<file path="src/design/lcmn_pkg.sv">
// Shared constants, register codes and control/status types of the cepstral mean normalizer.
package lcmn_pkg;

    localparam int DEFAULT_MAX_COEFFS = 32;

    localparam int COEFF_W   = 16;
    localparam int SUM_W     = 40;
    localparam int FRAME_W   = 16;
    localparam int CNT_CFG_W = 6;
    localparam int DIV_W     = SUM_W + FRAME_W;
    localparam int ITER_W    = $clog2(DIV_W);

    localparam int CFG_IDX_W  = 2;
    localparam int CFG_DATA_W = 16;

    localparam logic [CFG_IDX_W-1:0] REG_COEFF_COUNT = 2'd0;
    localparam logic [CFG_IDX_W-1:0] REG_WINDOW      = 2'd1;
    localparam logic [CFG_IDX_W-1:0] REG_HIGH_WATER  = 2'd2;
    localparam logic [CFG_IDX_W-1:0] REG_C0_MEAN     = 2'd3;

    localparam logic [CNT_CFG_W-1:0] RST_COEFF_COUNT = 6'd13;
    localparam logic [FRAME_W-1:0]   RST_WINDOW      = 16'd500;
    localparam logic [FRAME_W-1:0]   RST_HIGH_WATER  = 16'd800;
    localparam logic [COEFF_W-1:0]   RST_C0_MEAN     = 16'd3072;

    typedef struct packed {
        logic rd_item;
        logic calc;
        logic sweep_clr;
        logic sweep_inc;
        logic rd_sweep;
        logic div_load_mean;
        logic div_load_decay;
        logic div_step;
        logic mul_load;
        logic mul_step;
        logic wr_mean;
        logic wr_sum;
        logic cnt_window;
    } lcmn_cmd_t;

    typedef struct packed {
        logic eob;
        logic eou;
        logic cnt_gt_hwm;
        logic cnt_zero;
        logic sweep_last;
        logic iter_zero;
        logic out_free;
    } lcmn_stat_t;

endpackage

</file>
<file path="src/design/lcmn_datapath.sv">
// Datapath: coefficient stores, accumulate and subtract, shift-add multiplier and divider.
module lcmn_datapath import lcmn_pkg::*; #(
    parameter int MAX_COEFFS = DEFAULT_MAX_COEFFS
) (
    input  logic                  aclk,
    input  logic                  aresetn,
    input  lcmn_cmd_t             cmd,
    output lcmn_stat_t            stat,
    input  logic [COEFF_W-1:0]    s_coeff_in,
    input  logic                  s_end_of_batch,
    input  logic                  s_end_of_utterance,
    output logic                  m_valid,
    input  logic                  m_ready,
    output logic [COEFF_W-1:0]    m_coeff_out,
    input  logic                  cfg_wr_en,
    input  logic [CFG_IDX_W-1:0]  cfg_addr,
    input  logic [CFG_DATA_W-1:0] cfg_wdata
);

    localparam int IDX_W  = (MAX_COEFFS > 1) ? $clog2(MAX_COEFFS) : 1;
    localparam int NW_MIN = $clog2(MAX_COEFFS + 1);
    localparam int NW     = (NW_MIN > CNT_CFG_W) ? NW_MIN : CNT_CFG_W;

    localparam logic [DIV_W-1:0] MEAN_POS_MAX = DIV_W'(32767);
    localparam logic [DIV_W-1:0] MEAN_NEG_MAX = DIV_W'(32768);
    localparam logic [DIV_W-1:0] SUM_POS_MAX  = {{(DIV_W-SUM_W+1){1'b0}}, {(SUM_W-1){1'b1}}};
    localparam logic [DIV_W-1:0] SUM_NEG_MAX  = SUM_POS_MAX + DIV_W'(1);

    logic [CNT_CFG_W-1:0] cfg_count_reg;
    logic [FRAME_W-1:0]   window_reg;
    logic [FRAME_W-1:0]   hwm_reg;
    logic [COEFF_W-1:0]   c0_mean_reg;

    logic [SUM_W-1:0]   sum_mem_reg  [MAX_COEFFS];
    logic [COEFF_W-1:0] mean_mem_reg [MAX_COEFFS];
    logic [MAX_COEFFS-1:0] sum_vld_reg;
    logic [MAX_COEFFS-1:0] mean_vld_reg;

    logic [SUM_W-1:0]   rd_sum_reg;
    logic [COEFF_W-1:0] rd_mean_reg;

    logic [COEFF_W-1:0] x_reg;
    logic               eob_reg;
    logic               eou_reg;
    logic [IDX_W-1:0]   idx_reg;
    logic [IDX_W-1:0]   coeff_index_reg;
    logic [IDX_W-1:0]   coeff_index_next;
    logic [FRAME_W-1:0] frame_count_reg;
    logic [FRAME_W-1:0] frame_count_next;
    logic [IDX_W-1:0]   sweep_idx_reg;

    logic [DIV_W-1:0]   dq_reg;
    logic [FRAME_W-1:0] rem_reg;
    logic [DIV_W-1:0]   prod_reg;
    logic [FRAME_W-1:0] wmul_reg;
    logic [ITER_W-1:0]  iter_reg;

    logic               m_valid_reg;
    logic [COEFF_W-1:0] m_coeff_reg;

    logic [NW-1:0]      n_raw;
    logic [NW-1:0]      n_eff;
    logic [IDX_W-1:0]   eff_idx;
    logic [NW-1:0]      idx_inc;
    logic               wrap;
    logic [IDX_W-1:0]   rd_addr;
    logic [IDX_W-1:0]   wr_addr;

    logic [COEFF_W:0]   diff;
    logic [COEFF_W-1:0] diff_sat;
    logic [SUM_W:0]     sum_add;
    logic [SUM_W-1:0]   sum_add_sat;

    logic               sum_neg;
    logic [SUM_W-1:0]   sum_mag;
    logic [DIV_W-1:0]   half;
    logic [FRAME_W:0]   trial;
    logic               ge;
    logic [COEFF_W-1:0] mean_val;
    logic [SUM_W-1:0]   decay_val;
    logic [SUM_W-1:0]   sum_wdata;

    // configuration
    always_ff @(posedge aclk) begin
        if (!aresetn) begin
            cfg_count_reg <= RST_COEFF_COUNT;
            window_reg    <= RST_WINDOW;
            hwm_reg       <= RST_HIGH_WATER;
            c0_mean_reg   <= RST_C0_MEAN;
        end else if (cfg_wr_en) begin
            case (cfg_addr)
                REG_COEFF_COUNT: cfg_count_reg <= cfg_wdata[CNT_CFG_W-1:0];
                REG_WINDOW:      window_reg    <= cfg_wdata;
                REG_HIGH_WATER:  hwm_reg       <= cfg_wdata;
                REG_C0_MEAN:     c0_mean_reg   <= cfg_wdata;
                default: ;
            endcase
        end
    end

    always_comb begin
        n_raw = NW'(cfg_count_reg);
        if (n_raw == '0) begin
            n_eff = NW'(1);
        end else if (n_raw > NW'(MAX_COEFFS)) begin
            n_eff = NW'(MAX_COEFFS);
        end else begin
            n_eff = n_raw;
        end
    end

    assign eff_idx = (NW'(coeff_index_reg) >= n_eff) ? '0 : coeff_index_reg;
    assign idx_inc = NW'(idx_reg) + NW'(1);
    assign wrap    = eob_reg || (idx_inc >= n_eff);
    assign rd_addr = cmd.rd_sweep ? sweep_idx_reg : eff_idx;
    assign wr_addr = cmd.calc ? idx_reg : sweep_idx_reg;

    // accumulate and subtract
    always_comb begin
        diff = {x_reg[COEFF_W-1], x_reg} - {rd_mean_reg[COEFF_W-1], rd_mean_reg};
        if (diff[COEFF_W] != diff[COEFF_W-1]) begin
            diff_sat = {diff[COEFF_W], {(COEFF_W-1){~diff[COEFF_W]}}};
        end else begin
            diff_sat = diff[COEFF_W-1:0];
        end
        sum_add = {rd_sum_reg[SUM_W-1], rd_sum_reg}
                + {{(SUM_W-COEFF_W+1){x_reg[COEFF_W-1]}}, x_reg};
        if (sum_add[SUM_W] != sum_add[SUM_W-1]) begin
            sum_add_sat = {sum_add[SUM_W], {(SUM_W-1){~sum_add[SUM_W]}}};
        end else begin
            sum_add_sat = sum_add[SUM_W-1:0];
        end
    end

    // rounding, divider step and result saturation
    always_comb begin
        sum_neg = rd_sum_reg[SUM_W-1];
        sum_mag = sum_neg ? (SUM_W'(0) - rd_sum_reg) : rd_sum_reg;
        half    = DIV_W'(frame_count_reg >> 1);
        trial   = {rem_reg, dq_reg[DIV_W-1]};
        ge      = (trial >= {1'b0, frame_count_reg});
        if (!sum_neg) begin
            mean_val  = (dq_reg > MEAN_POS_MAX) ? MEAN_POS_MAX[COEFF_W-1:0]
                                                : dq_reg[COEFF_W-1:0];
            decay_val = (dq_reg > SUM_POS_MAX) ? SUM_POS_MAX[SUM_W-1:0]
                                               : dq_reg[SUM_W-1:0];
        end else begin
            mean_val  = (dq_reg > MEAN_NEG_MAX) ? MEAN_NEG_MAX[COEFF_W-1:0]
                                                : (COEFF_W'(0) - dq_reg[COEFF_W-1:0]);
            decay_val = (dq_reg > SUM_NEG_MAX) ? SUM_NEG_MAX[SUM_W-1:0]
                                               : (SUM_W'(0) - dq_reg[SUM_W-1:0]);
        end
        sum_wdata = cmd.calc ? sum_add_sat : decay_val;
    end

    // stores
    always_ff @(posedge aclk) begin
        if (cmd.calc || cmd.wr_sum) begin
            sum_mem_reg[wr_addr] <= sum_wdata;
        end
        if (cmd.wr_mean) begin
            mean_mem_reg[sweep_idx_reg] <= mean_val;
        end
        if (cmd.rd_item || cmd.rd_sweep) begin
            rd_sum_reg <= sum_vld_reg[rd_addr] ? sum_mem_reg[rd_addr] : '0;
            if (mean_vld_reg[rd_addr]) begin
                rd_mean_reg <= mean_mem_reg[rd_addr];
            end else begin
                rd_mean_reg <= (rd_addr == '0) ? c0_mean_reg : '0;
            end
        end
    end

    always_ff @(posedge aclk) begin
        if (!aresetn) begin
            sum_vld_reg  <= '0;
            mean_vld_reg <= '0;
        end else begin
            if (cmd.calc || cmd.wr_sum) begin
                sum_vld_reg[wr_addr] <= 1'b1;
            end
            if (cmd.wr_mean) begin
                mean_vld_reg[sweep_idx_reg] <= 1'b1;
            end
            if (cfg_wr_en && cfg_addr == REG_C0_MEAN) begin
                mean_vld_reg[0] <= 1'b0;
            end
        end
    end

    // item capture
    always_ff @(posedge aclk) begin
        if (cmd.rd_item) begin
            x_reg   <= s_coeff_in;
            eob_reg <= s_end_of_batch;
            eou_reg <= s_end_of_utterance;
            idx_reg <= eff_idx;
        end
    end

    always_comb begin
        coeff_index_next = coeff_index_reg;
        frame_count_next = frame_count_reg;
        if (cmd.calc) begin
            if (wrap) begin
                coeff_index_next = '0;
                if (frame_count_reg != '1) begin
                    frame_count_next = frame_count_reg + FRAME_W'(1);
                end
            end else begin
                coeff_index_next = idx_inc[IDX_W-1:0];
            end
        end
        if (cmd.cnt_window) begin
            frame_count_next = window_reg;
        end
    end

    always_ff @(posedge aclk) begin
        if (!aresetn) begin
            coeff_index_reg <= '0;
            frame_count_reg <= '0;
            sweep_idx_reg   <= '0;
            m_valid_reg     <= 1'b0;
        end else begin
            coeff_index_reg <= coeff_index_next;
            frame_count_reg <= frame_count_next;
            if (cmd.sweep_clr) begin
                sweep_idx_reg <= '0;
            end else if (cmd.sweep_inc) begin
                sweep_idx_reg <= sweep_idx_reg + IDX_W'(1);
            end
            if (cmd.calc) begin
                m_valid_reg <= 1'b1;
            end else if (m_ready) begin
                m_valid_reg <= 1'b0;
            end
        end
    end

    always_ff @(posedge aclk) begin
        if (cmd.calc) begin
            m_coeff_reg <= diff_sat;
        end
    end

    // multiplier and divider
    always_ff @(posedge aclk) begin
        if (cmd.div_load_mean) begin
            dq_reg   <= DIV_W'(sum_mag) + half;
            rem_reg  <= '0;
            iter_reg <= ITER_W'(DIV_W - 1);
        end else if (cmd.div_load_decay) begin
            dq_reg   <= prod_reg + half;
            rem_reg  <= '0;
            iter_reg <= ITER_W'(DIV_W - 1);
        end else if (cmd.div_step) begin
            dq_reg   <= {dq_reg[DIV_W-2:0], ge};
            rem_reg  <= ge ? FRAME_W'(trial - {1'b0, frame_count_reg}) : trial[FRAME_W-1:0];
            iter_reg <= iter_reg - ITER_W'(1);
        end else if (cmd.mul_load) begin
            iter_reg <= ITER_W'(FRAME_W - 1);
        end else if (cmd.mul_step) begin
            iter_reg <= iter_reg - ITER_W'(1);
        end
        if (cmd.mul_load) begin
            prod_reg <= '0;
            wmul_reg <= window_reg;
        end else if (cmd.mul_step) begin
            prod_reg <= {prod_reg[DIV_W-2:0], 1'b0}
                      + (wmul_reg[FRAME_W-1] ? DIV_W'(sum_mag) : '0);
            wmul_reg <= {wmul_reg[FRAME_W-2:0], 1'b0};
        end
    end

    assign stat.eob        = eob_reg;
    assign stat.eou        = eou_reg;
    assign stat.cnt_gt_hwm = frame_count_reg > hwm_reg;
    assign stat.cnt_zero   = frame_count_reg == '0;
    assign stat.sweep_last = (NW'(sweep_idx_reg) + NW'(1)) == n_eff;
    assign stat.iter_zero  = iter_reg == '0;
    assign stat.out_free   = !m_valid_reg || m_ready;

    assign m_valid     = m_valid_reg;
    assign m_coeff_out = m_coeff_reg;

endmodule

</file>
<file path="src/design/lcmn_ctrl.sv">
// Controller: item handshake and the mean update and decay sweep sequence.
module lcmn_ctrl import lcmn_pkg::*; (
    input  logic       aclk,
    input  logic       aresetn,
    input  logic       s_valid,
    output logic       s_ready,
    input  lcmn_stat_t stat,
    output lcmn_cmd_t  cmd
);

    typedef enum logic [3:0] {
        IDLE,
        CALC,
        CHECK_A,
        RD,
        LOAD_M,
        DIV_M,
        WR_M,
        MUL_LD,
        MUL,
        LOAD_D,
        DIV_D,
        WR_S,
        NEXT,
        FINISH,
        CHECK_B
    } state_t;

    state_t state_reg, state_next;
    logic   decay_reg, decay_next;
    logic   phase_b_reg, phase_b_next;
    logic   accept;

    assign s_ready = (state_reg == IDLE) && stat.out_free;
    assign accept  = s_valid && s_ready;

    always_comb begin
        state_next   = state_reg;
        decay_next   = decay_reg;
        phase_b_next = phase_b_reg;
        cmd          = '0;
        case (state_reg)
            IDLE: begin
                cmd.rd_item = accept;
                if (accept) state_next = CALC;
            end
            CALC: begin
                cmd.calc   = 1'b1;
                state_next = stat.eob ? CHECK_A : IDLE;
            end
            CHECK_A: begin
                cmd.sweep_clr = 1'b1;
                if (stat.cnt_gt_hwm) begin
                    decay_next   = 1'b1;
                    phase_b_next = 1'b0;
                    state_next   = RD;
                end else if (stat.eou && !stat.cnt_zero) begin
                    decay_next   = 1'b0;
                    phase_b_next = 1'b1;
                    state_next   = RD;
                end else begin
                    state_next = IDLE;
                end
            end
            RD: begin
                cmd.rd_sweep = 1'b1;
                state_next   = LOAD_M;
            end
            LOAD_M: begin
                cmd.div_load_mean = 1'b1;
                state_next        = DIV_M;
            end
            DIV_M: begin
                cmd.div_step = 1'b1;
                if (stat.iter_zero) state_next = WR_M;
            end
            WR_M: begin
                cmd.wr_mean = 1'b1;
                state_next  = decay_reg ? MUL_LD : NEXT;
            end
            MUL_LD: begin
                cmd.mul_load = 1'b1;
                state_next   = MUL;
            end
            MUL: begin
                cmd.mul_step = 1'b1;
                if (stat.iter_zero) state_next = LOAD_D;
            end
            LOAD_D: begin
                cmd.div_load_decay = 1'b1;
                state_next         = DIV_D;
            end
            DIV_D: begin
                cmd.div_step = 1'b1;
                if (stat.iter_zero) state_next = WR_S;
            end
            WR_S: begin
                cmd.wr_sum = 1'b1;
                state_next = NEXT;
            end
            NEXT: begin
                if (stat.sweep_last) begin
                    state_next = FINISH;
                end else begin
                    cmd.sweep_inc = 1'b1;
                    state_next    = RD;
                end
            end
            FINISH: begin
                cmd.cnt_window = decay_reg;
                state_next     = (!phase_b_reg && stat.eou) ? CHECK_B : IDLE;
            end
            CHECK_B: begin
                cmd.sweep_clr = 1'b1;
                if (!stat.cnt_zero) begin
                    decay_next   = stat.cnt_gt_hwm;
                    phase_b_next = 1'b1;
                    state_next   = RD;
                end else begin
                    state_next = IDLE;
                end
            end
            default: state_next = IDLE;
        endcase
    end

    always_ff @(posedge aclk) begin
        if (!aresetn) begin
            state_reg   <= IDLE;
            decay_reg   <= 1'b0;
            phase_b_reg <= 1'b0;
        end else begin
            state_reg   <= state_next;
            decay_reg   <= decay_next;
            phase_b_reg <= phase_b_next;
        end
    end

endmodule

</file>
<file path="src/design/live_cepstral_mean_normalizer.sv">
// Top level of the live cepstral mean normalizer: controller and datapath.
// Each accepted item is registered, then its result is computed and registered in the CALC state.
// No new item is accepted before the controller is back in IDLE, nor while a result waits for the receiver.
// An update sweep walks the coefficient stores with one shared 56-step divider: per coefficient
// it divides the sum for the mean, and when the sums decay it also scales and divides them again.
// Reset (synchronous, active low) restores register defaults and marks the stores empty at once.
module live_cepstral_mean_normalizer import lcmn_pkg::*; #(
    parameter int MAX_COEFFS = DEFAULT_MAX_COEFFS
) (
    input  logic                  aclk,
    input  logic                  aresetn,
    input  logic                  s_valid,
    output logic                  s_ready,
    input  logic [COEFF_W-1:0]    s_coeff_in,
    input  logic                  s_end_of_batch,
    input  logic                  s_end_of_utterance,
    output logic                  m_valid,
    input  logic                  m_ready,
    output logic [COEFF_W-1:0]    m_coeff_out,
    input  logic                  cfg_wr_en,
    input  logic [CFG_IDX_W-1:0]  cfg_addr,
    input  logic [CFG_DATA_W-1:0] cfg_wdata
);

    lcmn_cmd_t  cmd;
    lcmn_stat_t stat;

    lcmn_ctrl u_ctrl (
        .aclk    (aclk),
        .aresetn (aresetn),
        .s_valid (s_valid),
        .s_ready (s_ready),
        .stat    (stat),
        .cmd     (cmd)
    );

    lcmn_datapath #(
        .MAX_COEFFS (MAX_COEFFS)
    ) u_datapath (
        .aclk               (aclk),
        .aresetn            (aresetn),
        .cmd                (cmd),
        .stat               (stat),
        .s_coeff_in         (s_coeff_in),
        .s_end_of_batch     (s_end_of_batch),
        .s_end_of_utterance (s_end_of_utterance),
        .m_valid            (m_valid),
        .m_ready            (m_ready),
        .m_coeff_out        (m_coeff_out),
        .cfg_wr_en          (cfg_wr_en),
        .cfg_addr           (cfg_addr),
        .cfg_wdata          (cfg_wdata)
    );

endmodule
</file>
<file path="config.mk">
export PLATFORM = sky130hd
export DESIGN_NAME = live_cepstral_mean_normalizer
export DESIGN_NICKNAME = d
export VERILOG_FILES = /design/src/design/lcmn_pkg.sv /design/src/design/lcmn_datapath.sv /design/src/design/lcmn_ctrl.sv /design/src/design/live_cepstral_mean_normalizer.sv
export SDC_FILE = /design/constraint.sdc
export NUM_CORES = 2
export LEC_CHECK = 0
export BUFFER_PORTS_ARGS = -buffer_cell sky130_fd_sc_hd__clkbuf_2
export CELL_PAD_IN_SITES_DETAIL_PLACEMENT = 0
export CELL_PAD_IN_SITES_GLOBAL_PLACEMENT = 1
export CORE_MARGIN = 10
export CORE_UTILIZATION = 47
export DETAILED_ROUTE_END_ITERATION = 10
export MAX_ROUTING_LAYER = met4
export PLACE_DENSITY_LB_ADDON = 0.3
export SLEW_MARGIN = 20
export SYNTH_ARGS = -nofsm -noshare
export SYNTH_HDL_FRONTEND = slang
export SYNTH_SLANG_ARGS = --single-unit
export TNS_END_PERCENT = 100
</file>
<file path="constraint.sdc">
create_clock -name aclk -period 5 [get_ports aclk]
set_input_delay 1.25 -clock aclk [delete_from_list [all_inputs] [get_ports aclk]]
set_output_delay 1.25 -clock aclk [all_outputs]
set_load 0.02 [all_outputs]
</file>
* Yosys cells after proc, flatten, opt, wreduce, memory -nomap -nowiden
Memories as Yosys holds them, arrays and structs flattened. A register that Yosys moved wholly into a read port is not among the register bits.
Cells that the tools add are included.
** Storage, ports and cells
- Output and inout bits :: 18
- Input bits :: 41
- Memories :: 2
- Word-level logic and storage cells :: 208
- Flip-flop bits (word level) :: 356
- Memory bits (writable) :: 1792
** Cells by class
- Add/subtract/negate cells :: 14
- Reduce and logical (&&, ||, !) cells :: 41
- Equality and inequality tests :: 27
- Mux-type cells :: 80
- Bitwise logic cells :: 5
- Order comparisons :: 14
** Memories
- u_datapath.sum_mem_reg :: words 32, bits a word 40, read ports 1, clocked after memory_dff 1, wr ports 1, line lcmn_datapath.sv:34 : logic [SUM_W-1:0] sum_mem_reg [MAX_COEFFS];
- u_datapath.mean_mem_reg :: words 32, bits a word 16, read ports 1, clocked after memory_dff 0, wr ports 1, line lcmn_datapath.sv:35 : logic [COEFF_W-1:0] mean_mem_reg [MAX_COEFFS];
** Operators with widths (number)
- 2-to-1 mux 40 bit :: 7
- 2-to-1 mux 16 bit :: 13
- 2-to-1 mux 56 bit :: 3
- subtractor 1 x 40 -> 40 bit, first input constant :: 2
- OR 32 bit :: 2
- case mux 4 bit (15 select lines) :: 1
- adder 56 x 15 -> 56 bit :: 1
- adder 56 bit :: 1
- > comparator 56 x 15 -> 1 bit, second input constant :: 1
- > comparator 56 x 16 -> 1 bit, second input constant :: 1
- > comparator 56 x 39 -> 1 bit, second input constant :: 1
- > comparator 56 x 40 -> 1 bit, second input constant :: 1
- adder 40 x 15 -> 41 bit :: 1
- adder 40 x 16 -> 41 bit :: 1
- 2-to-1 mux 1 bit :: 30
- 2-to-1 mux 6 bit :: 5
- == test 4 bit, second input constant :: 7
- 2-to-1 mux 4 bit :: 7
- 2-to-1 mux 5 bit :: 4
- < comparator 5 x 6 -> 1 bit, second input constant :: 3
- greater-or-equal comparator 17 x 16 -> 1 bit :: 1
- subtractor 16 x 16 -> 17 bit :: 1
- adder 16 x 1 -> 16 bit, second input constant :: 1
- == test 4 x 3 -> 1 bit, second input constant :: 4
- 39 further kinds :: 82

* Logic depth before layout (Yosys ltp)
- Word-level depth :: 9
- Depth in mapped cells :: 21
- Gate-level depth less buffers :: 18

* Cells and area by module
A second synthesis with hierarchy kept.
** Unflattened totals
- Cells, all modules :: 8419
- Area total of the unflattened synthesis :: 98249.2 um^2
** By module, submodules not included
- lcmn_datapath :: area an instance 97698.7 um^2, times used 1, sequential area each 63290.7 um^2, cells each 8338
- lcmn_ctrl :: area an instance 550.5 um^2, times used 1, sequential area each 120.1 um^2, cells each 81

* Worst setup path before layout
OpenSTA, ideal clock, no wires.
- Path type :: reg-to-reg
- From :: register u_datapath.rd_sum_reg[15] (read register of u_datapath.sum_mem_reg)
- To :: register u_datapath.prod_reg[54]
- Stages on the path, launching flop included :: 18
- Data arrival time :: 4.830 ns
- Buffers on the path :: 2
- Required time :: 4.873 ns
- Slack :: 0.043 ns
- Library setup time :: 0.127 ns
- Period minus slack after synthesis :: 4.957 ns
- Path through :: edfxtp_1 > or4_4 > or4b_4 > buf_6 > o41ai_1 > xor2_1 > nor2b_1 > ha_1 > clkbuf_1 > nand2_1 > o21ai_0 > a221oi_1 > a21boi_0 > a31oi_1 > a31oi_1 > o31a_1 > and3_1 > or3_1
** On the way
- Cells in the longest elaborated chain, start to end :: 4
** RTL lines
- from (decl) :: line lcmn_datapath.sv:39 : logic [SUM_W-1:0] rd_sum_reg;
- subtractor 1 x 40 -> 40 bit :: line lcmn_datapath.sv:138 : sum_mag = sum_neg ? (SUM_W'(0) - rd_sum_reg) : rd_sum_reg;
- 2-to-1 mux 40 bit * :: line lcmn_datapath.sv:138
- 2-to-1 mux 40 bit * :: line lcmn_datapath.sv:271 : + (wmul_reg[FRAME_W-1] ? DIV_W'(sum_mag) : '0);
- adder 56 bit * :: line lcmn_datapath.sv:271
- to (signal assigned) :: line lcmn_datapath.sv:270 : prod_reg <= {prod_reg[DIV_W-2:0], 1'b0}
- to (decl) :: line lcmn_datapath.sv:54 : logic [DIV_W-1:0] prod_reg;
Mark *: on every way between the ends. The rest lies on a longest branch, timed or not.
A chain may end at the register's enable or synchronous reset.

* Worst setup path after layout
- From :: register u_datapath.rd_sum_reg[13] (read register of u_datapath.sum_mem_reg)
- To :: register u_datapath.prod_reg[54]
Same word-level chain as after synthesis.

==> impl_metrics.sql <==
INSERT INTO impl_metrics (metric_group, metric, value, unit) VALUES
('worst_setup_path', 'cp_max_fo', '7', ''),
('yosys', 'synthAdderAreaFrac', '0.0244', ''),
('worst_setup_path', 'cell_breakdown_of_the_critical_path', 'or4_4 > or4b_4 > or3_4 > buf_4 > or4_4 > o21ai_4 > xor2_2 > nor2b_1 > ha_1 > buf_4 > nand4_1 > nor2b_1 > a31oi_1 > buf_4 > o31a_1 > and3_1 > or3_1', ''),
('timing', 'timing.final.crit_share', '0.997', ''),
('power_and_ir_drop', 'switching_share', '0.267', ''),
('global_routing', 'first_global_vias', '65000', ''),
('global_routing', 'pin_count_of_the_biggest_net_entering_global_routing', '136', ''),
('place', 'port_buffers', '58', ''),
('worst_setup_path', 'critical_path.endpoint_type', 'register', ''),
('clocking', 'cell_at_the_root_of_the_clock_tree', 'sky130_fd_sc_hd__clkbuf_16', ''),
('power_and_ir_drop', 'power.share.sequential', '0.475', ''),
('clocking', 'worst_skew_pair.late_latency', '0.90', 'ns'),
('clocking', 'numCtsBuffers', '224', ''),
('timing', 'max_clock_freq', '201', 'MHz'),
('global_routing', 'grtUsageTotal', '0.265', ''),
('finish', 'areaGrowthSynthToFinish', '15.6', '%'),
('timing', 'report.final.setup_viol', '0', ''),
('yosys', 'synth_compound_gate_area_share', '0.102', ''),
('drt', 'route.final.wire_length', '299', 'mm'),
('power_and_ir_drop', 'power_per_cell_area', '400', 'nW/um2'),
('die', 'ios', '59', ''),
('worst_setup_path', 'worstPathArrival', '5.69', 'ns'),
('status', 'status', 'finished, final reports clean', ''),
('power_and_ir_drop', 'power_frac_clock', '0.373', ''),
('die', 'rows', '166', ''),
('flow_run', 'max_cap_viol_count', '0', ''),
('yosys', 'synthSimpleGateAreaFrac', '0.145', ''),
('place', 'pre_cts_slack', '-0.209', 'ns'),
('worst_setup_path', 'cp.required', '5.71', 'ns'),
('worst_setup_path', 'worstSetupStartpoint', 'u_datapath.rd_sum_reg[13]', ''),
('timing', 'worst_slew_pin_slew', '1.13', 'ns'),
('clocking', 'max-clock-path-buffers', '3', ''),
('worst_setup_path', 'crit_path_top_delay_cell', 'sky130_fd_sc_hd__or4b_4', ''),
('yosys', 'yosys-mux-area-fraction', '0.0321', ''),
('drt', 'route.antenna.remaining_nets', '0', ''),
('timing', 'maxSlewViolCount', '0', ''),
('power_and_ir_drop', 'intPower', '33.0', 'mW'),
('global_routing', 'first_pass_grt_wire_length', '437', 'mm'),
('finish', 'final_layout_size_suffix_gt1_frac', '0.139', ''),
('die', 'chipHeight', '475', 'um'),
('worst_setup_path', 'cp_top_family', 'simple AND/OR/NAND/NOR gates', ''),
('power_and_ir_drop', 'p_leak', '38.7', 'nW'),
('yosys', 'postSynth.asyncResetShare', '0', ''),
('timing', 'finalClockSkew', '0.104', 'ns'),
('timing', 'final_critical_path_setup_slack', '0.0148', 'ns'),
('drt', 'drt-vias-per-instance', '6.09', ''),
('worst_setup_path', 'worst-setup-path-type', 'register to register', ''),
('yosys', 'synth_cell_types', '101', ''),
('yosys', 'post_synth.cell_area_avg', '12.1', 'um2'),
('yosys', 'netlist.area_leader.share', '0.605', ''),
('hold_path', 'min_path_type', 'register to register', ''),
('finish', 'post-route-util', '0.548', ''),
('drt', 'detailedRoute.firstPassIterationCount', '8', ''),
('yosys', 'synth_seq_area_share', '0.652', ''),
('yosys', 'number_of_cells_produced_by_synthesis', '8063', ''),
('timing', 'hold_violations', '0', ''),
('worst_setup_path', 'critical_path.n_buffers_inverters', '3', ''),
('die', 'floorplan.die_area', '226000', 'um2'),
('worst_setup_path', 'critical_path.startpoint_type', 'register', ''),
('yosys', 'synth_top_family_by_area', 'simple AND/OR/NAND/NOR gates', ''),
('power_and_ir_drop', 'pnr_total_power', '45.0', 'mW'),
('clocking', 'clock_sinks', '2188', ''),
('drt', 'detailroute.via_count', '68500', ''),
('power_and_ir_drop', 'power.ir.vdd_worst', '0.396', 'mV'),
('yosys', 'postSynth.topFlopCell', 'sky130_fd_sc_hd__edfxtp_1', ''),
('worst_setup_path', 'critPathCapture', 'u_datapath.prod_reg[54]', ''),
('die', 'chipWidth', '475', 'um'),
('worst_setup_path', 'r2r_end', 'u_datapath.prod_reg[54]', ''),
('yosys', 'synth.ff_latch_count', '2188', ''),
('timing', 'grt_setup_unrepaired', 'true', ''),
('timing', 'final_period_minus_worst_setup_slack', '4.99', 'ns');
-- kinds of logic after synthesis --
logic type	count (synthesis)
fa+ha+maj	186
xor+xnor	235
compound gates	1540
buf+inv	575
flops	2188
mux	167
simple gates	3172
-- worst min path at each step --
| stage | from | end | cells after the start |
|---|---|---|---|
| global route | u_datapath.sum_vld_reg[10] | u_datapath.sum_vld_reg[10] | 1 |
| detailed placement | u_datapath.sum_vld_reg[10] | u_datapath.sum_vld_reg[10] | 1 |
| finish | u_datapath.mean_vld_reg[12] | u_datapath.mean_vld_reg[12] | 1 |
| floorplan | u_datapath.rem_reg[15] | u_datapath.rem_reg[15] | 1 |
| global placement | u_datapath.rem_reg[15] | u_datapath.rem_reg[15] | 1 |
| CTS | u_datapath.sum_vld_reg[10] | u_datapath.sum_vld_reg[10] | 1 |
-- power groups by stage --
stage | registers, mW | clock network (mW) | logic (mW)
2_1_floorplan | 21.8 | 0 | 3.67
3_3_place_gp | 21.8 | 0 | 6.54
3_5_place_dp | 21.8 | 0 | 6.63
4_1_cts | 21.4 | 17.0 | 6.68
5_1_grt | 21.4 | 17.7 | 7.33
6_report | 21.4 | 16.8 | 6.82
-- final cells by class --
cell class,instances,area (um2)
fill,16900,92700
sequential,2188,63400
multi-input combinational,5301,32700
clock buffer,276,5870
timing repair buffer,525,5070
tap,2688,3360
clock inverter,148,1560
inverter,117,439
antenna,9,22.5
-- per-layer routing --
metal  global-route usage  wire (um)  vias to the layer above
li1                     -          -                    30600
met1                0.370     127000                    34300
met2                0.405     137000                     3040
met3               0.0372      24600                      574
met5                    -          0                        -
met4               0.0827      10500                        0
-- per-stage QoR --
| step | cell area, um2 | setup TNS [ns] | std cells | hold WS, ns |
|---|---|---|---|---|
| finish | 112000 | 0 | 11300 | 0.461 |
| global route | 112000 | -1.04 | 11200 | 0.472 |
| floorplan | 97300 | 0 | 8063 | 0.427 |
| detailed placement | 104000 | -1.46 | 10800 | 0.445 |
| CTS | 112000 | 0 | 11200 | 0.460 |
| global placement | 104000 | -2.14 | 10800 | 0.438 |
-- timing repair --
item                                    4_1_cts  5_1_grt
buffers inserted                              2       17
pin swaps                                     2       25
endpoints found under the setup margin       25       69
gates resized for setup                      23       86
cloned                                        0        2
hold buffers                                  0        0
-- cell usage in the layout (no fill, tap or decap), drive strengths merged, types with 56 or more instances in the layout --
cell type,netlist,final
edfxtp,1959,1959
nand2,1848,1848
a21oi,506,506
nand3,485,485
buf,58,467
clkbuf,400,334
o21ai,278,278
nor2,248,248
dfxtp,229,229
ha,179,179
nand4,152,152
xnor2,133,133
a2111oi,121,121
inv,115,120
mux4,115,115
clkinv,2,106
xor2,102,102
o21a,88,88
and3,80,80
nor2b,73,73
a22oi,72,72
a21o,71,71
nor3,67,67
a31oi,64,64
a21boi,56,56
Note: power is estimated with default switching activity, not from simulation.
